<file path="src/rtl/core/swsfd_pkg.sv">
// Shared types and constants for the single-wire sensor frame decoder.
// No dependencies; imported by the decoder top level and the bench.
package swsfd_pkg;

   localparam int NumBytes = 5;

   // Pulse count at which data bits start (the first two are preamble).
   localparam logic [5:0] PREAMBLE_PULSES = 6'd3;
   localparam logic [5:0] PULSE_MAX       = 6'd63;

   localparam logic [7:0] ZERO_LIMIT_RST = 8'd30;
   localparam logic [7:0] ONE_LIMIT_RST  = 8'd85;
   localparam logic [7:0] IDLE_LIMIT_RST = 8'd200;

   localparam logic [3:0] BITS_PER_BYTE = 4'd8;

   typedef enum logic [1:0] {
      REG_ZERO_LIMIT = 2'd0,
      REG_ONE_LIMIT  = 2'd1,
      REG_IDLE_LIMIT = 2'd2
   } reg_index_type;

   typedef enum logic {
      CAUSE_IDLE     = 1'b0,
      CAUSE_OVERLONG = 1'b1
   } end_cause_type;

   typedef logic [7:0] byte_type;

   typedef struct packed {
      logic               frame_ok;
      end_cause_type      end_cause;
      logic [15:0]        humidity_tenths;
      logic signed [15:0] temperature_tenths;
      logic [7:0]         checksum_byte;
   } result_type;

endpackage

</file>
<file path="src/rtl/core/swsfd_if.sv">
// Valid/ready channel interfaces: line sample beats, frame results, register writes.
// No dependencies.
interface swsfd_req_if;
   logic valid;
   logic ready;
   logic line_level;
   logic arm;

   modport source (output valid, line_level, arm, input ready);
   modport sink   (input valid, line_level, arm, output ready);
endinterface

interface swsfd_rsp_if;
   logic               valid;
   logic               ready;
   logic               frame_ok;
   logic               end_cause;
   logic [15:0]        humidity_tenths;
   logic signed [15:0] temperature_tenths;
   logic [7:0]         checksum_byte;

   modport source (output valid, frame_ok, end_cause, humidity_tenths,
                   temperature_tenths, checksum_byte, input ready);
   modport sink   (input valid, frame_ok, end_cause, humidity_tenths,
                   temperature_tenths, checksum_byte, output ready);
endinterface

interface swsfd_csr_if;
   logic       valid;
   logic       ready;
   logic [1:0] reg_index;
   logic [7:0] wr_data;

   modport source (output valid, reg_index, wr_data, input ready);
   modport sink   (input valid, reg_index, wr_data, output ready);
endinterface

</file>
<file path="src/rtl/core/single_wire_sensor_frame_decoder_unit.sv">
// Single-wire sensor frame decoder: pulse timing, bit/byte assembly, checksum and scaling.
// Depends on swsfd_pkg and the channel interfaces in swsfd_if.sv.
//
//  channel | dir | payload                                            | accepted when
//  --------+-----+----------------------------------------------------+---------------
//  req_ch  | in  | line_level, arm                                    | valid & ready
//  rsp_ch  | out | frame_ok, end_cause, humidity/temperature, checksum| valid & ready
//  csr_ch  | in  | reg_index (0 zero, 1 one, 2 idle limit), wr_data   | valid & ready
//
// One sample beat per cycle while req_ch is ready; decoder state updates at the accepting edge.
// The ending beat's result goes to the output register, or to the skid entry on a stall.
// Results pass through a two-entry output register/skid pair; req_ch stalls only
// when both entries are full. csr_ch is always ready.
// Synchronous reset restores limit defaults and leaves the decoder disarmed.
module single_wire_sensor_frame_decoder_unit
   import swsfd_pkg::*;
(
   input  logic         clock,
   input  logic         reset,
   swsfd_req_if.sink    req_ch,
   swsfd_rsp_if.source  rsp_ch,
   swsfd_csr_if.sink    csr_ch
);

   // limit registers
   logic [7:0] zero_limit_ff, one_limit_ff, idle_limit_ff;

   // decoder state
   logic       armed_ff, armed_in;
   logic [7:0] high_run_ff, high_run_in;
   logic [5:0] pulse_count_ff, pulse_count_in;
   logic [7:0] shift_byte_ff, shift_byte_in;
   logic [3:0] bit_count_ff, bit_count_in;
   byte_type   frame_bytes_ff [NumBytes];
   byte_type   frame_bytes_in [NumBytes];

   // output stage
   result_type out_ff, skid_ff;
   logic       rsp_valid_ff, skid_valid_ff;

   logic       req_fire, rsp_fire;
   logic       finish;
   end_cause_type cause;
   result_type result;

   // state as seen after an arm request on this beat
   logic       a_armed;
   logic [7:0] a_high;
   logic [5:0] a_pc;
   logic [7:0] a_sh;
   logic [3:0] a_bc;
   byte_type   a_bytes [NumBytes];

   logic [7:0] hr_inc;
   logic       bit_val;
   logic [2:0] byte_slot;
   logic [7:0] sum8;
   logic       sum_ok;
   logic [14:0] mag;

   assign req_fire      = req_ch.valid && req_ch.ready;
   assign rsp_fire      = rsp_valid_ff && rsp_ch.ready;
   assign req_ch.ready  = !skid_valid_ff;
   assign csr_ch.ready  = 1'b1;

   // ---------------- configuration ----------------
   always_ff @(posedge clock) begin
      if (reset) begin
         zero_limit_ff <= ZERO_LIMIT_RST;
         one_limit_ff  <= ONE_LIMIT_RST;
         idle_limit_ff <= IDLE_LIMIT_RST;
      end else if (csr_ch.valid) begin
         case (csr_ch.reg_index)
            REG_ZERO_LIMIT: zero_limit_ff <= csr_ch.wr_data;
            REG_ONE_LIMIT:  one_limit_ff  <= csr_ch.wr_data;
            REG_IDLE_LIMIT: idle_limit_ff <= csr_ch.wr_data;
            default: ;
         endcase
      end
   end

   // ---------------- decode ----------------
   always_comb begin
      a_armed = armed_ff || req_ch.arm;
      a_high  = req_ch.arm ? 8'd0 : high_run_ff;
      a_pc    = req_ch.arm ? 6'd0 : pulse_count_ff;
      a_sh    = req_ch.arm ? 8'd0 : shift_byte_ff;
      a_bc    = req_ch.arm ? 4'd0 : bit_count_ff;
      for (int i = 0; i < NumBytes; i++) begin
         a_bytes[i] = req_ch.arm ? 8'd0 : frame_bytes_ff[i];
      end

      armed_in       = a_armed;
      high_run_in    = a_high;
      pulse_count_in = a_pc;
      shift_byte_in  = a_sh;
      bit_count_in   = a_bc;
      frame_bytes_in = a_bytes;
      finish         = 1'b0;
      cause          = CAUSE_IDLE;
      hr_inc         = a_high + 8'd1;
      bit_val        = 1'b0;
      byte_slot      = 3'd0;

      if (a_armed) begin
         if (req_ch.line_level) begin
            high_run_in = hr_inc;
            if (hr_inc >= idle_limit_ff) begin
               finish      = 1'b1;
               cause       = CAUSE_IDLE;
               armed_in    = 1'b0;
               high_run_in = 8'd0;
            end
         end else if (a_high != 8'd0) begin
            if (a_high >= zero_limit_ff && a_high >= one_limit_ff) begin
               finish      = 1'b1;
               cause       = CAUSE_OVERLONG;
               armed_in    = 1'b0;
               high_run_in = 8'd0;
            end else begin
               bit_val        = (a_high >= zero_limit_ff);
               high_run_in    = 8'd0;
               shift_byte_in  = {a_sh[6:0], bit_val};
               bit_count_in   = a_bc + 4'd1;
               pulse_count_in = (a_pc < PULSE_MAX) ? a_pc + 6'd1 : a_pc;
               if (pulse_count_in < PREAMBLE_PULSES) begin
                  shift_byte_in = 8'd0;
                  bit_count_in  = 4'd0;
               end
               if (bit_count_in >= BITS_PER_BYTE) begin
                  // byte k completes at pulse count 8*(k+1)+2
                  byte_slot = pulse_count_in[5:3];
                  for (int i = 0; i < NumBytes; i++) begin
                     if (byte_slot == 3'(i + 1)) frame_bytes_in[i] = shift_byte_in;
                  end
                  shift_byte_in = 8'd0;
                  bit_count_in  = 4'd0;
               end
            end
         end
      end
   end

   // checksum and scaling over the bytes held at frame end
   always_comb begin
      sum8   = a_bytes[0] + a_bytes[1] + a_bytes[2] + a_bytes[3];
      sum_ok = (a_bytes[4] == sum8) && (sum8 != 8'd0);
      mag    = {a_bytes[2][6:0], a_bytes[3]};
      result.frame_ok        = sum_ok;
      result.end_cause       = cause;
      result.checksum_byte   = a_bytes[4];
      result.humidity_tenths = sum_ok ? {a_bytes[0], a_bytes[1]} : 16'd0;
      if (!sum_ok)
         result.temperature_tenths = 16'sd0;
      else if (a_bytes[2][7])
         result.temperature_tenths = -$signed({1'b0, mag});
      else
         result.temperature_tenths = $signed({1'b0, mag});
   end

   always_ff @(posedge clock) begin
      if (reset) begin
         armed_ff       <= 1'b0;
         high_run_ff    <= 8'd0;
         pulse_count_ff <= 6'd0;
         shift_byte_ff  <= 8'd0;
         bit_count_ff   <= 4'd0;
         for (int i = 0; i < NumBytes; i++) frame_bytes_ff[i] <= 8'd0;
      end else if (req_fire) begin
         armed_ff       <= armed_in;
         high_run_ff    <= high_run_in;
         pulse_count_ff <= pulse_count_in;
         shift_byte_ff  <= shift_byte_in;
         bit_count_ff   <= bit_count_in;
         frame_bytes_ff <= frame_bytes_in;
      end
   end

   // ---------------- output register + skid ----------------
   always_ff @(posedge clock) begin
      if (reset) begin
         rsp_valid_ff  <= 1'b0;
         skid_valid_ff <= 1'b0;
      end else if (!rsp_valid_ff || rsp_fire) begin
         if (skid_valid_ff) begin
            rsp_valid_ff  <= 1'b1;
            skid_valid_ff <= 1'b0;
         end else begin
            rsp_valid_ff <= req_fire && finish;
         end
      end else if (req_fire && finish) begin
         skid_valid_ff <= 1'b1;
      end
   end

   always_ff @(posedge clock) begin
      if (!rsp_valid_ff || rsp_fire) begin
         out_ff <= skid_valid_ff ? skid_ff : result;
      end
      if (rsp_valid_ff && !rsp_fire && !skid_valid_ff) begin
         skid_ff <= result;
      end
   end

   assign rsp_ch.valid              = rsp_valid_ff;
   assign rsp_ch.frame_ok           = out_ff.frame_ok;
   assign rsp_ch.end_cause          = out_ff.end_cause;
   assign rsp_ch.humidity_tenths    = out_ff.humidity_tenths;
   assign rsp_ch.temperature_tenths = out_ff.temperature_tenths;
   assign rsp_ch.checksum_byte      = out_ff.checksum_byte;

   // ---------------- checks ----------------
   a_skid_implies_main: assert property (@(posedge clock) disable iff (reset)
      skid_valid_ff |-> rsp_valid_ff)
      else $error("skid entry held with empty output register");

   a_skid_fill_on_stall: assert property (@(posedge clock) disable iff (reset)
      $rose(skid_valid_ff) |-> $past(rsp_valid_ff && !rsp_ch.ready))
      else $error("skid filled while output was draining");

   a_result_from_beat: assert property (@(posedge clock) disable iff (reset)
      $rose(rsp_valid_ff) |-> $past(req_fire))
      else $error("result appeared without an accepted beat");

   a_bit_count_range: assert property (@(posedge clock) disable iff (reset)
      bit_count_ff < BITS_PER_BYTE)
      else $error("bit counter left a completed byte unflushed");

   a_idle_no_run: assert property (@(posedge clock) disable iff (reset)
      !armed_ff |-> high_run_ff == 8'd0)
      else $error("high run counter active while disarmed");

endmodule

</file>
<file path="src/flat_wrapper.sv">
// flat-port wrapper written by rule: the top's interface ports become plain ports
module single_wire_sensor_frame_decoder_unit_flat import swsfd_pkg::*;
  (clock, reset, req_ch_valid, req_ch_line_level, req_ch_arm, req_ch_ready, rsp_ch_valid, rsp_ch_frame_ok, rsp_ch_end_cause, rsp_ch_humidity_tenths, rsp_ch_temperature_tenths, rsp_ch_checksum_byte, rsp_ch_ready, csr_ch_valid, csr_ch_reg_index, csr_ch_wr_data, csr_ch_ready);
  swsfd_req_if req_ch_i ();
  swsfd_rsp_if rsp_ch_i ();
  swsfd_csr_if csr_ch_i ();
  input  logic clock;
  input  logic reset;
  input wire logic [$bits(req_ch_i.valid)-1:0] req_ch_valid;
  input wire logic [$bits(req_ch_i.line_level)-1:0] req_ch_line_level;
  input wire logic [$bits(req_ch_i.arm)-1:0] req_ch_arm;
  output wire logic [$bits(req_ch_i.ready)-1:0] req_ch_ready;
  output wire logic [$bits(rsp_ch_i.valid)-1:0] rsp_ch_valid;
  output wire logic [$bits(rsp_ch_i.frame_ok)-1:0] rsp_ch_frame_ok;
  output wire logic [$bits(rsp_ch_i.end_cause)-1:0] rsp_ch_end_cause;
  output wire logic [$bits(rsp_ch_i.humidity_tenths)-1:0] rsp_ch_humidity_tenths;
  output wire logic [$bits(rsp_ch_i.temperature_tenths)-1:0] rsp_ch_temperature_tenths;
  output wire logic [$bits(rsp_ch_i.checksum_byte)-1:0] rsp_ch_checksum_byte;
  input wire logic [$bits(rsp_ch_i.ready)-1:0] rsp_ch_ready;
  input wire logic [$bits(csr_ch_i.valid)-1:0] csr_ch_valid;
  input wire logic [$bits(csr_ch_i.reg_index)-1:0] csr_ch_reg_index;
  input wire logic [$bits(csr_ch_i.wr_data)-1:0] csr_ch_wr_data;
  output wire logic [$bits(csr_ch_i.ready)-1:0] csr_ch_ready;
  assign req_ch_i.valid = req_ch_valid;
  assign req_ch_i.line_level = req_ch_line_level;
  assign req_ch_i.arm = req_ch_arm;
  assign req_ch_ready = req_ch_i.ready;
  assign rsp_ch_valid = rsp_ch_i.valid;
  assign rsp_ch_frame_ok = rsp_ch_i.frame_ok;
  assign rsp_ch_end_cause = rsp_ch_i.end_cause;
  assign rsp_ch_humidity_tenths = rsp_ch_i.humidity_tenths;
  assign rsp_ch_temperature_tenths = rsp_ch_i.temperature_tenths;
  assign rsp_ch_checksum_byte = rsp_ch_i.checksum_byte;
  assign rsp_ch_i.ready = rsp_ch_ready;
  assign csr_ch_i.valid = csr_ch_valid;
  assign csr_ch_i.reg_index = csr_ch_reg_index;
  assign csr_ch_i.wr_data = csr_ch_wr_data;
  assign csr_ch_ready = csr_ch_i.ready;
  single_wire_sensor_frame_decoder_unit u_core (.clock(clock), .reset(reset), .req_ch(req_ch_i), .rsp_ch(rsp_ch_i), .csr_ch(csr_ch_i));
endmodule
</file>
<file path="config.mk">
export PLATFORM = sky130hd
export DESIGN_NAME = single_wire_sensor_frame_decoder_unit_flat
export DESIGN_NICKNAME = d
export VERILOG_FILES = /design/src/rtl/core/swsfd_pkg.sv /design/src/rtl/core/swsfd_if.sv /design/src/rtl/core/single_wire_sensor_frame_decoder_unit.sv /design/src/flat_wrapper.sv
export SDC_FILE = /design/constraint.sdc
export NUM_CORES = 1
export LEC_CHECK = 0
export BUFFER_PORTS_ARGS = -buffer_cell sky130_fd_sc_hd__buf_2
export CORE_MARGIN = 3
export CORE_UTILIZATION = 30
export DETAILED_ROUTE_END_ITERATION = 8
export GPL_TIMING_DRIVEN = 0
export RECOVER_POWER = 100
export SLEW_MARGIN = 20
export SYNTH_ARGS = -nofsm -noshare
export SYNTH_HDL_FRONTEND = slang
export SYNTH_SLANG_ARGS = --single-unit
</file>
<file path="constraint.sdc">
create_clock -name clock -period 5.91 [get_ports clock]
set_clock_uncertainty 0.1 [all_clocks]
set_input_delay 0.591 -clock clock [delete_from_list [all_inputs] [get_ports clock]]
set_output_delay 0.591 -clock clock [all_outputs]
set_load 0.02 [all_outputs]
</file>
# After elaboration in Yosys (flattened, before gate mapping)
# Index checks and enable logic that the tools add are counted.
dict set report word_totals {
  regBits 177
  in_bits 17
  elab_cells 126
}
dict set report classes {
  n_eq_ne 8
  magnitude_cmp 6
  mux 61
  n_addsub 7
  n_reduce_logical 19
}
# op count
set op_table {}
lappend op_table {{two-way mux 40 bit} 5}
lappend op_table {{two-way mux 8 bit} 22}
lappend op_table {{two-way mux 16 bit} 3}
lappend op_table {{two-way mux 4 bit} 11}
lappend op_table {{two-way mux 42 bit} 1}
lappend op_table {{two-way mux 6 bit} 6}
lappend op_table {{adder 8 bit} 3}
lappend op_table {{>= comparator 8 bit} 3}
lappend op_table {{negation 15 -> 16 bit} 1}
lappend op_table {{nonzero test 8 bit} 2}
lappend op_table {{two-way mux 1 bit} 13}
lappend op_table {{adder 8 x 1 -> 8 bit, second input constant} 1}
lappend op_table {{== test 8 bit} 1}
lappend op_table {{logical AND 1 bit} 7}
lappend op_table {{adder 6 x 1 -> 6 bit, second input constant} 1}
lappend op_table {{== test 3 x 2 -> 1 bit, second input constant} 2}
lappend op_table {{== test 3 bit, second input constant} 2}
lappend op_table {{less-than comparator 6 x 2 -> 1 bit, second input constant} 1}
lappend op_table {{less-than comparator 6 bit, second input constant} 1}
lappend op_table {{AND reduction 2 bit} 3}
lappend op_table {{adder 4 x 1 -> 4 bit, second input constant} 1}
lappend op_table {{>= comparator 4 bit, second input constant} 1}
lappend op_table {{== test 3 x 1 -> 1 bit, second input constant} 1}
lappend op_table {{logical NOT 1 bit} 3}
lappend op_table {{other kinds (5)} 6}

# Logic depth before layout (Yosys ltp)
dict set report depth {
  ltp_word 15
  depth_mapped 23
  mapped_depth_nobuf 15
}

# Worst setup path after synthesis
# No wires, ideal clock.
dict set report synth_timing {
  path_type {input port to flip-flop}
  startpoint {input req_ch_arm}
  endpoint {register u_core.out_ff (netlist bit u_core.rsp_ch.humidity_tenths[10]) (data pin)}
  setup_slack_ns 0.435
  stages 23
  n_path_buf 9
  t_arrival_ns 5.209
  cell_sequence {buf_2 > buf_2 > buf_2 > buf_2 > buf_2 > clkbuf_1 > clkbuf_1 > nor2_1 > ha_1 > inv_1 > fa_1 > inv_1 > ha_1 > fa_1 > xnor2_1 > or4_1 > o311ai_1 > nand2_1 > a211oi_2 > o21ai_1 > buf_6 > buf_6 > o31ai_4}
}
dict set report synth_via {
  elab_chain_len 8
}
# element line
set synth_lines {}
lappend synth_lines {{start, declared} flat_wrapper.sv:11} ;# input wire logic [$bits(req_ch_i.arm)-1:0] req_ch_arm;
lappend synth_lines {{two-way mux 8 bit} single_wire_sensor_frame_decoder_unit.sv:90} ;# a_bytes[i] = req_ch.arm ? 8'd0 : frame_bytes_ff[i];
lappend synth_lines {{adder 8 bit (3 in series)} single_wire_sensor_frame_decoder_unit.sv:146} ;# sum8 = a_bytes[0] + a_bytes[1] + a_bytes[2] + a_bytes[3];
lappend synth_lines {{== test 8 bit or nonzero test 8 bit (tied branches)} single_wire_sensor_frame_decoder_unit.sv:147} ;# sum_ok = (a_bytes[4] == sum8) && (sum8 != 8'd0);
lappend synth_lines {{logical AND 1 bit} single_wire_sensor_frame_decoder_unit.sv:147}
lappend synth_lines {{two-way mux 16 bit (*)} single_wire_sensor_frame_decoder_unit.sv:152} ;# result.humidity_tenths = sum_ok ? {a_bytes[0], a_bytes[1]} : 16'd0;
lappend synth_lines {{two-way mux 42 bit (*)} single_wire_sensor_frame_decoder_unit.sv:198} ;# out_ff <= skid_valid_ff ? skid_ff : result;
lappend synth_lines {{end signal, assigned} single_wire_sensor_frame_decoder_unit.sv:198}
lappend synth_lines {{end, declared} single_wire_sensor_frame_decoder_unit.sv:38} ;# result_type out_ff, skid_ff;
# Every way passes the cells marked *; elsewhere a longest branch is shown, timed or not.
# A chain may end at the register's enable or synchronous reset.

# Worst setup path after layout
dict set report layout_timing {
  startpoint {input req_ch_arm}
  endpoint {register u_core.out_ff (netlist bit u_core.rsp_ch.humidity_tenths[12]) (data pin)}
}
# The elaborated chain is that of the path after synthesis.

==> impl_metrics.toml <==
[logic_synthesis]
yosys.area_share.adder = 0.07558
synth_xor_area_frac = 0.03178
synth_compound_area_frac = 0.1775
synth_seq_area_share = 0.4657
synth_top_family_by_area = "compound AO/OA/AOI/OAI gates"
ys.flop_type = "dfxtp_1"
synthMuxAreaShare = 0.02590
syn-num-nets = 1019
syn_area_sq_um = 9370
yosys.area_share.simple = 0.1723
syn_avg_cell_area_sq_um = 9.843
ys.warnings.count = 0
ys_async_sr_fraction = 0
synth_edf_count = 84
synthCells = 952
synth_cell_types = 74
synth_seq_cells = 176

[routing]
drt_iter0_drc = 592
met1_length_um = 10990
route.detailed.drc = 0
wirelength_um = 24210
routed.top_layer = "met4"
ant_nets = 0
met3_length_um = 945
viasPerCell = 5.067
drt_pass1_iterations = 5
vias = 7296
post_drt_wl_per_cell_um = 16.82
dr_wl_met2_um = 11760

[cells_and_area]
layout_common_cells = "107 x nor2_1, 94 x nand2_1, 92 x dfxtp_1"
diodes = 0
multi_input_comb_area_sq_um = 4463
area_growth_pct = 14.11
design_area_sq_um = 10690
layout.cells.non_filler = 1440
layout.nets = 1098
layout.area.seq_sq_um = 4364
drive_gt1_frac = 0.08333
layout_commonest_cell = "nor2_1"
fillers = 3121

[placement]
io_buffers = 60
post-dp-hpwl_um = 18110
place_ws_ns = -1.296
post_dp_cell_area_sq_um = 10220
gp_congestion = 0.8792
dp.cells = 1410

[outcome]
status = "complete, but fails checks"
violations = "capacitance limit, slew limit"

[clocking]
cts_tree = "yes"
clockBufferDepth = 2
clock_latency_ns = 0.44
cts_htree_levels = 4
cts_sinks = 176
cts_hold_buf = 0
cts_buffers = 17
clk_pin_slew_worst_paths_ns = 0.08
cts_setup_buffers = 0
root_buffer = "clkbuf_16"

[global_route]
grt_pass1_wl_um = 38970
grt_antenna_before_repair = 0
grt_max_degree = 33
grtUsageTotal = 0.1460
gr-total-overflow = 0
grt_pass1_vias = 7221

[timing]
fmax_mhz = 182.0
hold_viol = 0
setup_violations = 0
rsz0062_at_grt = "no"
maxSlewHeadroom = -0.1053
period_needed_ns = 5.494
setup_ws_ns = 0.4158
tightestPinTransition_ns = 1.658
fin_crit_sh = 0.9296
slew_viol_final = 70
fin_hold_ws_ns = 0.2905
setup-tns-final_ns = 0

[critical_path]
crit_buf_inv = 10
crit_path_top_delay_cell = "fa_1"
cp-end-kind = "flip-flop"
cp_max_fo = 19
crit_path_frequent_cell = "buf_2"
cp.required_ns = 6.07
reg2reg_depth = 18
cp.arrival_ns = 5.66
rr_startpoint = "u_core.frame_bytes_ff[9]"
critical_path.cell_chain = "buf_2 -> buf_2 -> buf_2 -> buf_4 -> buf_6 -> buf_2 -> nor2b_1 -> fa_1 -> inv_1 -> fa_1 -> inv_1 -> ha_1 -> xnor2_1 -> or4_1 -> o311ai_1 -> nand2_1 -> a211oi_2 -> o21ai_1 -> buf_6 -> buf_6 -> o31ai_2"
cpPeakStageDelay_ns = 0.59
worst_path_dominant_cell_family = "buffers and inverters"
worst-r2r-setup-slack_ns = 1.37
worstSetupPathType = "input pin to flip-flop"
r2r-end = "u_core.rsp_ch.humidity_tenths[12]"
critPathLaunchType = "input pin"

[die]
fp.dieW_um = 182.7
rows = 64
start_util = 0.3055
io_pins = 62
die-area_sq_um = 33390
die_y_um = 182.7
design.core.area_sq_um = 30670

[worst_hold_path]
hold_path_depth = 2
hold_path_class = "input pin to flip-flop"
holdPathEnd = "u_core.zero_limit_ff[3]"
worstHoldStart = "csr_ch_wr_data[3]"

[power]
p_leak_uw = 0.003970
ir_drop_v = 0.0001736
power_density_nw_per_um2 = 242.4

[flow_run]
maxCapViolations = 3
==> power by group <==
group          total (uW)  switching (uW)  internal [uW]
logic                98.3            68.8           29.5
registers            1270            3.29           1270
clock network        1220             619            601
total                2590             692           1900
==> worst max-delay path by stage <==
stage,start,endpoint,slack (ns),cells after the start
floorplan,req_ch_arm,u_core.rsp_ch.humidity_tenths[10],0.43,23
global placement,req_ch_arm,u_core.rsp_ch.frame_ok,-1.22,23
detailed placement,req_ch_arm,u_core.rsp_ch.frame_ok,-1.30,23
CTS,req_ch_arm,u_core.rsp_ch.frame_ok,0.07,22
global route,req_ch_arm,u_core.rsp_ch.humidity_tenths[12],0.05,21
finish,req_ch_arm,u_core.rsp_ch.humidity_tenths[12],0.42,21
==> logic make-up after synthesis <==
group,Yosys count
other cells,1
xor+xnor,34
fa+ha+maj,50
mux,23
buf+inv,117
simple gates,334
flops,176
compound gates,217
==> cell usage after synthesis (19+ instances only) <==
master,number,area share
nand2_1,94,0.038
clkbuf_1,26,0.010
ha_1,39,0.052
dfxtp_1,92,0.20
o31ai_1,36,0.029
o21ai_0,36,0.019
nand2b_1,21,0.014
edfxtp_1,84,0.27
nor2_1,106,0.042
nor2b_1,29,0.019
xor2_1,19,0.018
nand3_1,21,0.011
a21oi_1,43,0.023
inv_1,66,0.026
==> per-stage QoR <==
stage	utilization	total power [uW]
5_1_grt	0.3486	2677
6_report	0.3486	2592
3_5_place_dp	0.3331	1401
3_3_place_gp	0.3315	1400
4_1_cts	0.3542	2612
2_1_floorplan	-	1365
==> worst register-to-register path, delay by kind of cell, from the launching register on <==
| kind | cells | cell delay, ns |
|---|---|---|
| fa+ha+maj | 4 | 1.46 |
| flops | 1 | 0.31 |
| compound gates | 4 | 0.73 |
| xor+xnor | 2 | 0.38 |
| buf+inv | 5 | 0.72 |
| simple gates | 3 | 0.69 |
==> cell type report <==
| type | count | area share |
|---|---|---|
| Inverter | 67 | 0.02352 |
| Multi-Input combinational cell | 659 | 0.4174 |
| Timing Repair Buffer | 62 | 0.02340 |
| Clock inverter | 15 | 0.02013 |
| Sequential cell | 176 | 0.4081 |
| Buffer | 48 | 0.02130 |
| Tap cell | 396 | 0.04634 |
| Clock buffer | 17 | 0.03978 |
==> state kept, by name, indices dropped and copies added (netlist names), 7 cells and up <==
register and flops:
u_core.frame_bytes_ff 40, u_core.high_run_ff 8, u_core.idle_limit_ff 8, u_core.one_limit_ff 8, u_core.rsp_ch.checksum_byte 8, u_core.rsp_ch.humidity_tenths 16, u_core.rsp_ch.temperature_tenths 16, u_core.shift_byte_ff 7
u_core.skid_ff 42, u_core.zero_limit_ff 8
==> layer usage <==
metal  up-vias  GRT usage
li1       3562          -
met2       186     0.2499
met1      3506     0.1920
met4         0    0.04144
met5         -          0
met3        42    0.02261
==> repair_timing <==
item	4_1_cts	5_1_grt
gates resized for setup	5	3
pin swaps	0	0
setup endpoints to repair	66	66
(Power assumes the default switching activity.)
